### config.mk
export PLATFORM = sky130hd
export DESIGN_NAME = fvn_norm
export DESIGN_NICKNAME = d
export VERILOG_FILES = /design/src/design/fvn_pkg.sv /design/src/design/fvn_norm.sv
export SDC_FILE = /design/constraint.sdc
export NUM_CORES = 2
export LEC_CHECK = 0
export BUFFER_PORTS_ARGS = -buffer_cell sky130_fd_sc_hd__buf_2
export CAP_MARGIN = 20
export CORE_MARGIN = 3
export CORE_UTILIZATION = 40
export DETAILED_ROUTE_END_ITERATION = 8
export GPL_ROUTABILITY_DRIVEN = 0
export PLACE_DENSITY = 0.56
export SYNTH_ARGS = -nofsm -noshare
export SYNTH_HDL_FRONTEND = slang
export SYNTH_SLANG_ARGS = --single-unit
### constraint.sdc
create_clock -name clk -period 8.2 [get_ports clk]
set_input_delay 1.64 -clock clk [delete_from_list [all_inputs] [get_ports clk]]
set_output_delay 1.64 -clock clk [all_outputs]
set_load 0.005 [all_outputs]
### src/design/fvn_pkg.sv
`timescale 1ns / 1ps
package fvn_pkg;

    localparam int MAX_OCTAVES = 8;
    localparam int OCT_W       = 4;
    localparam int CRD_W       = 24;   // 8 lattice bits + 16 fraction bits
    localparam int ACC_W       = 32;

    // APB register addresses (byte offsets)
    localparam logic [3:0] ADDR_FREQ    = 4'h0;
    localparam logic [3:0] ADDR_OCTAVES = 4'h4;
    localparam logic [3:0] ADDR_SEED    = 4'h8;

    typedef struct packed {
        logic               vld;
        logic [CRD_W-1:0]   cx;
        logic [CRD_W-1:0]   cy;
        logic [ACC_W-1:0]   acc;
    } fvn_lane_t;

    localparam logic [7:0] PERM_TAB [0:255] = '{
        8'd208, 8'd34, 8'd231, 8'd213, 8'd32, 8'd248, 8'd233, 8'd56, 8'd161, 8'd78,
        8'd24, 8'd140, 8'd71, 8'd48, 8'd140, 8'd254, 8'd245, 8'd255, 8'd247, 8'd247,
        8'd40, 8'd185, 8'd248, 8'd251, 8'd245, 8'd28, 8'd124, 8'd204, 8'd204, 8'd76,
        8'd36, 8'd1, 8'd107, 8'd28, 8'd234, 8'd163, 8'd202, 8'd224, 8'd245, 8'd128,
        8'd167, 8'd204, 8'd9, 8'd92, 8'd217, 8'd54, 8'd239, 8'd174, 8'd173, 8'd102,
        8'd193, 8'd189, 8'd190, 8'd121, 8'd100, 8'd108, 8'd167, 8'd44, 8'd43, 8'd77,
        8'd180, 8'd204, 8'd8, 8'd81, 8'd70, 8'd223, 8'd11, 8'd38, 8'd24, 8'd254,
        8'd210, 8'd210, 8'd177, 8'd32, 8'd81, 8'd195, 8'd243, 8'd125, 8'd8, 8'd169,
        8'd112, 8'd32, 8'd97, 8'd53, 8'd195, 8'd13, 8'd203, 8'd9, 8'd47, 8'd104,
        8'd125, 8'd117, 8'd114, 8'd124, 8'd165, 8'd203, 8'd181, 8'd235, 8'd193, 8'd206,
        8'd70, 8'd180, 8'd174, 8'd0, 8'd167, 8'd181, 8'd41, 8'd164, 8'd30, 8'd116,
        8'd127, 8'd198, 8'd245, 8'd146, 8'd87, 8'd224, 8'd149, 8'd206, 8'd57, 8'd4,
        8'd192, 8'd210, 8'd65, 8'd210, 8'd129, 8'd240, 8'd178, 8'd105, 8'd228, 8'd108,
        8'd245, 8'd148, 8'd140, 8'd40, 8'd35, 8'd195, 8'd38, 8'd58, 8'd65, 8'd207,
        8'd215, 8'd253, 8'd65, 8'd85, 8'd208, 8'd76, 8'd62, 8'd3, 8'd237, 8'd55,
        8'd89, 8'd232, 8'd50, 8'd217, 8'd64, 8'd244, 8'd157, 8'd199, 8'd121, 8'd252,
        8'd90, 8'd17, 8'd212, 8'd203, 8'd149, 8'd152, 8'd140, 8'd187, 8'd234, 8'd177,
        8'd73, 8'd174, 8'd193, 8'd100, 8'd192, 8'd143, 8'd97, 8'd53, 8'd145, 8'd135,
        8'd19, 8'd103, 8'd13, 8'd90, 8'd135, 8'd151, 8'd199, 8'd91, 8'd239, 8'd247,
        8'd33, 8'd39, 8'd145, 8'd101, 8'd120, 8'd99, 8'd3, 8'd186, 8'd86, 8'd99,
        8'd41, 8'd237, 8'd203, 8'd111, 8'd79, 8'd220, 8'd135, 8'd158, 8'd42, 8'd30,
        8'd154, 8'd120, 8'd67, 8'd87, 8'd167, 8'd135, 8'd176, 8'd183, 8'd191, 8'd253,
        8'd115, 8'd184, 8'd21, 8'd233, 8'd58, 8'd129, 8'd233, 8'd142, 8'd39, 8'd128,
        8'd211, 8'd118, 8'd137, 8'd139, 8'd255, 8'd114, 8'd20, 8'd218, 8'd113, 8'd154,
        8'd27, 8'd127, 8'd246, 8'd250, 8'd1, 8'd8, 8'd198, 8'd250, 8'd209, 8'd92,
        8'd222, 8'd173, 8'd21, 8'd88, 8'd102, 8'd219
    };

    function automatic logic [7:0] perm(input logic [7:0] idx);
        return PERM_TAB[idx];
    endfunction

    // floor((2^32 - 1) / (2^d - 1)) for depth d
    function automatic logic [31:0] recip(input logic [OCT_W-1:0] d);
        logic [31:0] r;
        unique case (d)
            4'd1:    r = 32'd4294967295;
            4'd2:    r = 32'd1431655765;
            4'd3:    r = 32'd613566756;
            4'd4:    r = 32'd286331153;
            4'd5:    r = 32'd138547332;
            4'd6:    r = 32'd68174084;
            4'd7:    r = 32'd33818640;
            default: r = 32'd16843009;
        endcase
        return r;
    endfunction

endpackage

### src/design/fvn_norm.sv
`timescale 1ns / 1ps
// acc / (256 * (2^d - 1)) by reciprocal and one correction, then grey.
module fvn_norm
    import fvn_pkg::*;
(
    input  logic             clk,
    input  logic             rst_n,
    input  logic             en,
    input  logic [OCT_W-1:0] depth,
    input  fvn_lane_t        lane_in,
    output logic             vld,
    output logic [15:0]      noise,
    output logic [7:0]       grey
);

    logic [2:0]  v_reg;
    logic [23:0] a1_reg;
    logic [23:0] qe_reg;
    logic [15:0] q_reg;
    logic [15:0] noise_reg;
    logic [7:0]  grey_reg;

    logic [55:0] prod;
    logic [7:0]  k_div;
    logic [31:0] qk;
    logic [23:0] rem;
    logic [23:0] q_fix;
    logic [23:0] gprod;

    always_comb
    begin
        prod  = lane_in.acc[31:8] * recip(depth);
        k_div = 8'((9'd1 << depth) - 9'd1);
        qk    = qe_reg * k_div;
        rem   = a1_reg - qk[23:0];
        q_fix = qe_reg + ((rem >= 24'(k_div)) ? 24'd1 : 24'd0);
        gprod = q_reg * 8'd255;
    end

    always_ff @(posedge clk or negedge rst_n)
    begin
        if (!rst_n)
        begin
            v_reg <= '0;
        end
        else if (en)
        begin
            v_reg <= {v_reg[1:0], lane_in.vld};
        end
    end

    always_ff @(posedge clk)
    begin
        if (en)
        begin
            a1_reg    <= lane_in.acc[31:8];
            qe_reg    <= prod[55:32];
            q_reg     <= q_fix[15:0];
            noise_reg <= q_reg;
            grey_reg  <= gprod[23:16];
        end
    end

    assign vld   = v_reg[2];
    assign noise = noise_reg;
    assign grey  = grey_reg;

endmodule

# Word-level counts from Yosys, hierarchy flattened

Index checks and enable logic that the tools add are counted.

Register bits: 91
Bits of input ports: 88
Logic and storage cells: 23

$add $sub $neg: 3
Multiply operators: 3
Order comparisons: 1
Eq/ne operators: 7
Shifts and indexed selects: 1
Mux-type cells: 2

Operator list:

| kind                    | number |
|---|---|
| $pmux W32 S7            | 1 |
| $mul A24 B32 Y56        | 1 |
| $ge A24 B8 Y1           | 1 |
| $mul A16 B8 Y24 const B | 1 |
| $mul A24 B8 Y24         | 1 |
| $sub A24 B24 Y24        | 1 |
| $add A16 B1 Y16         | 1 |
| $eq A4 B3 Y1 const B    | 4 |
| $eq A4 B2 Y1 const B    | 2 |
| $shl A1 B4 Y8 const A   | 1 |
| $sub A8 B1 Y8 const B   | 1 |
| $eq A4 B1 Y1 const B    | 1 |
| $mux W1                 | 1 |

# Logic depth before layout (Yosys ltp)

Word-level depth: 7
Gate-level depth with buffers: 38
Mapped depth without buffers: 34

# Worst setup path after synthesis

Ideal clock, no wire load.

Kind: input -> register
Start: input port depth[3]
End: register q_reg[15] (data pin)
Setup time: 0.261 ns
Arrival time: 9.228 ns
Data required time: 7.939 ns
Setup slack: -1.289 ns
Stages on the path: 36
Path through: buf_2 clkinv_1 nand2_1 inv_1 clkbuf_1 nand2_1 clkbuf_1 ha_1 nor3_1 a21oi_1 o21ai_1 clkbuf_1 nand2_1 fa_1 inv_1 fa_1 fa_1 fa_1 inv_1 ha_1 a21o_1 a21oi_1 o21a_1 a31oi_1 o21a_1 a311o_1 a21oi_1 mux2i_1 a22oi_1 or4_1 ha_1 nand4_1 nor4b_1 nand4_1 nor2_1 xor2_1

Cells in the longest elaborated chain, start to end: 7

RTL lines:

| item                   | RTL line       | source |
|---|---|---|
| start: declaration     | fvn_norm.sv:9  | `input logic [OCT_W-1:0] depth,` |
| $shl A1 B4 Y8 (*)      | fvn_norm.sv:33 | `k_div = 8'((9'd1 << depth) - 9'd1);` |
| $sub A8 B1 Y8 (*)      | fvn_norm.sv:33 |  |
| $mul A24 B8 Y24        | fvn_norm.sv:34 | `qk = qe_reg * k_div;` |
| $sub A24 B24 Y24       | fvn_norm.sv:35 | `rem = a1_reg - qk[23:0];` |
| $ge A24 B8 Y1 (*)      | fvn_norm.sv:36 | `q_fix = qe_reg + ((rem >= 24'(k_div)) ? 24'd1 : 24'd0);` |
| $mux W1 (*)            | fvn_norm.sv:36 |  |
| $add A16 B1 Y16 (*)    | fvn_norm.sv:36 |  |
| named net q_fix[15]    | fvn_norm.sv:27 | `logic [23:0] q_fix;` |
| end signal: assignment | fvn_norm.sv:58 | `q_reg <= q_fix[15:0];` |
| end: declaration       | fvn_norm.sv:19 | `logic [15:0] q_reg;` |

Mark *: on every way through the listed nets, which the timed path passes. The rest lies on a longest branch.
A chain may end at the register's enable or synchronous reset.

# Worst setup path in the final report

Start: input port depth[3]
End: register qe_reg[18] (data pin)

Cells in the longest elaborated chain, start to end: 3
Elaborated cells on any way between the ends: 9

RTL lines:

| item                                 | RTL line       | source |
|---|---|---|
| $eq A4 B3 Y1 (tied with other cells) | fvn_pkg.sv:57  | `unique case (d)` |
| $pmux W32 S7 (*)                     | fvn_pkg.sv:57  |  |
| $mul A24 B32 Y56 (*)                 | fvn_norm.sv:32 | `prod = lane_in.acc[31:8] * recip(depth);` |
| named net prod[50]                   | fvn_norm.sv:23 | `logic [55:0] prod;` |
| end signal: assignment               | fvn_norm.sv:57 | `qe_reg <= prod[55:32];` |
| end: declaration                     | fvn_norm.sv:18 | `logic [23:0] qe_reg;` |

Marks and branches as above.

==> summary.txt <==
Run status
  • Status: complete, but fails checks
  • Failing checks: setup timing

Setup path
  • Max FO, Critical Path: 7
  • CP Data Arrival Time: 8640 ps
  • Crit path launch type: input pin
  • Slowest stage delay, CP: 590 ps
  • Slowest-stage cell, CP: fa_2
  • WP data required: 8320 ps
  • WS Path Type: input pin to flip-flop
  • R2R depth: 28
  • CP Capture Type: flip-flop

Timing
  • Final WS setup: -325.9 ps
  • Number of setup violations in the final report: 33
  • Worst-case clock skew: 11.02 ps
  • Min Tclk post-route: 8526 ps
  • Final Hold Violating Endpoints: 0
  • Actual slew at the worst max-slew pin: 1078 ps
  • Fmax: 117.3 MHz
  • Setup TNS Final: -5418 ps
  • Fin. max-slew vios: 0
  • Slew HR: 0.2817
  • Tcrit/Tclk final: 1.040
  • RSZ-0062 raised after global routing: true

Detailed routing
  • Drc violations: 0
  • ANT nets after route: 0
  • Initial DRC Count: 1,422
  • Total routed wirelength: 103,300 um
  • Via density: 4.864
  • DRT Pass-1 Iters: 5
  • DR vias: 24.41k
  • Drt wl/cell: 20.57 um

Synth
  • Syn Inst Count: 3,318
  • Yosys reg bits: 91
  • Syn_area_per_cell: 10.02 um2
  • Post-synth EDFFs: 88
  • Sequential area share after synthesis: 0.08176
  • Ys flop type: edfxtp_1
  • Synthesized area: 33,240 um2
  • Ys async rst share: 0.03297
  • Yosys warnings: 0
  • Count of different cell masters after synthesis: 72
  • Net Count, Synth: 4,529

Floorplan
  • Initial core utilization: 0.4042
  • Die X: 294.3 um
  • Core ar.: 82,240 um2
  • DIE AREA: 86,600 um2
  • Boundary Pins: 113
  • Number of core rows: 105
  • Die Y: 294.3 um

Clock network
  • Longest Clk Path Bufs: 2
  • Num CTS Buffers: 9
  • CTS tree: yes
  • H-tree lvl count: 3
  • Later-pin clock latency in the skew report: 370 ps
  • CTS Sinks: 91
  • CTS Root Cell: clkbuf_16
  • Worst-path clk slew: 70 ps

Global route
  • Largest net degree at the start of global routing: 83
  • Initial antenna violation count: 0
  • Vias in the first global route: 26.87k
  • Overall routing resource usage: 0.2491
  • Gr ovfl total: 0
  • First-pass GRT wire length: 160,400 um

Cells and area
  • Sequential cell area: 2718 um2
  • Ant. Diodes: 0
  • Layout cells sized above 1: 0.2459
  • Fill count: 7,635
  • # nets final: 5,155
  • Area grow syn2layout: 25.03%
  • Multi-input gate area in the final layout: 27,720 um2
  • Final instance area: 41,560 um2

Placement
  • Placed instance area: 39,950 um2
  • IO buf count: 56
  • Pre-CTS setup slack: -964.4 ps
  • Post-DP HPWL: 91,120 um

Min path
  • Hold depth: 1
  • Min-Delay Path Class: flip-flop to flip-flop

Job
  • Max-cap violations: 0
-- placed cells by master, fill, tap and decap left out, types with 11 or more instances in the layout --
master     netlist  routed
clkbuf_16        0      11
buf_4            0     598
nand3_1         30      25
buf_12           0      39
nand2_1        261     231
o21ai_0         33      25
xor2_1          24      24
nand2b_1        29      29
nand2_2          0      22
and3_1          23      20
and2_1         228     212
fa_1           854     814
a21oi_1         65      47
xnor2_1         50      47
nand4_1         13      13
ha_1           269     248
and2_4           0      14
nor2b_1         56      50
edfxtp_1        88      88
a21oi_2          1      14
nor2_1          70      55
fa_2             0      40
inv_2            0      25
a21o_1          36      36
ha_4             0      21
buf_2            2      51
inv_1          945     912
buf_6            1      17
-- logic make-up after synthesis --
| logic type | Yosys count | synth area share |
|---|---|---|
| compound gates | 225 | 0.04539 |
| xor+xnor | 75 | 0.02021 |
| fa+ha+maj | 1123 | 0.6156 |
| buf+inv | 1042 | 0.1180 |
| flops | 91 | 0.08176 |
| mux | 8 | 0.002522 |
| simple gates | 754 | 0.1166 |
-- area by class of cell --
type / count / share of cell area
Multi-Input combinational cell: 2185 / 0.6670
Timing Repair Buffer: 711 / 0.1412
Inverter: 946 / 0.08652
Sequential cell: 91 / 0.06539
Tap cell: 1070 / 0.03221
Clock buffer: 9 / 0.005419
Clock inverter: 7 / 0.002228
-- critical path: cells and delay by family --
family          cells  cell delay [ps]
simple gates        8             1180
buf+inv             9             1130
compound gates      4              760
xor+xnor            1              130
fa+ha+maj           8             3770
-- per-stage QoR --
stage               instances  utilization  hold slack [ps]
floorplan                3318            -            474.9
global placement         4955       0.4858            484.5
detailed placement       4955       0.4858            493.3
CTS                      5004       0.4986            509.4
global route             5019       0.5053            532.0
finish                   5019       0.5053            504.9
-- synthesized netlist by cell type, drive strengths merged (4+ instances only) --
cell type / n / area (um2)
inv: 945 / 3547
fa: 854 / 17100
ha: 269 / 3366
nand2: 261 / 979.7
and2: 228 / 1426
clkbuf: 90 / 337.8
edfxtp: 88 / 2643
nor2: 70 / 262.8
a21oi: 66 / 334.1
nor2b: 56 / 350.3
xnor2: 50 / 437.9
a21o: 36 / 270.3
o21ai: 36 / 180.2
nand3: 30 / 150.1
nand2b: 29 / 181.4
xor2: 24 / 210.2
and3: 23 / 143.9
nand4: 13 / 81.33
nor3: 13 / 65.06
or2: 8 / 50.05
a31oi: 7 / 43.79
o211ai: 7 / 52.55
o21a: 7 / 52.55
o21bai: 7 / 52.55
a211oi: 6 / 45.04
buf: 6 / 32.53
mux2i: 5 / 50.05
o2111ai: 5 / 43.79
o22ai: 5 / 31.28
a2111oi: 4 / 41.29
a211o: 4 / 35.03
a21boi: 4 / 30.03
a221oi: 4 / 35.03
nor4: 4 / 25.02
or3: 4 / 25.02
-- final timing paths --
check / startpoint / to / slack (ps)
worst max-delay path: depth[3] / qe_reg[18]$_DFFE_PP_ / -330
worst min-delay path: v_reg[1]$_DFFE_PN0P_ / v_reg[1]$_DFFE_PN0P_ / 500
worst max register to register: qe_reg[4]$_DFFE_PP_ / q_reg[15]$_DFFE_PP_ / 1560
worst min register to register: v_reg[1]$_DFFE_PN0P_ / v_reg[1]$_DFFE_PN0P_ / 500
max in group asynchronous: rst_n / v_reg[2]$_DFFE_PN0P_ / 7040
min in group asynchronous: rst_n / v_reg[0]$_DFFE_PN0P_ / 1050
-- what timing repair did --
action	in CTS	in global routing
setup endpoints to repair	40	40
hold buffers	0	0
gates resized for setup	110	98
gates cloned	2	2
pin swaps	65	74
endpoints found under the hold margin	0	0
setup buffers	32	14
-- routing by layer --
layer,routed length [um],vias up,global-route usage
li1,-,11050,-
met1,44100,12530,0.3372
met2,49580,693,0.4180
met3,6604,131,0.04295
met4,2963,0,0.06244
met5,0,-,0
Power is not shown: default switching activity piles up to over one toggle a cycle in this logic, so the estimate is an artifact.
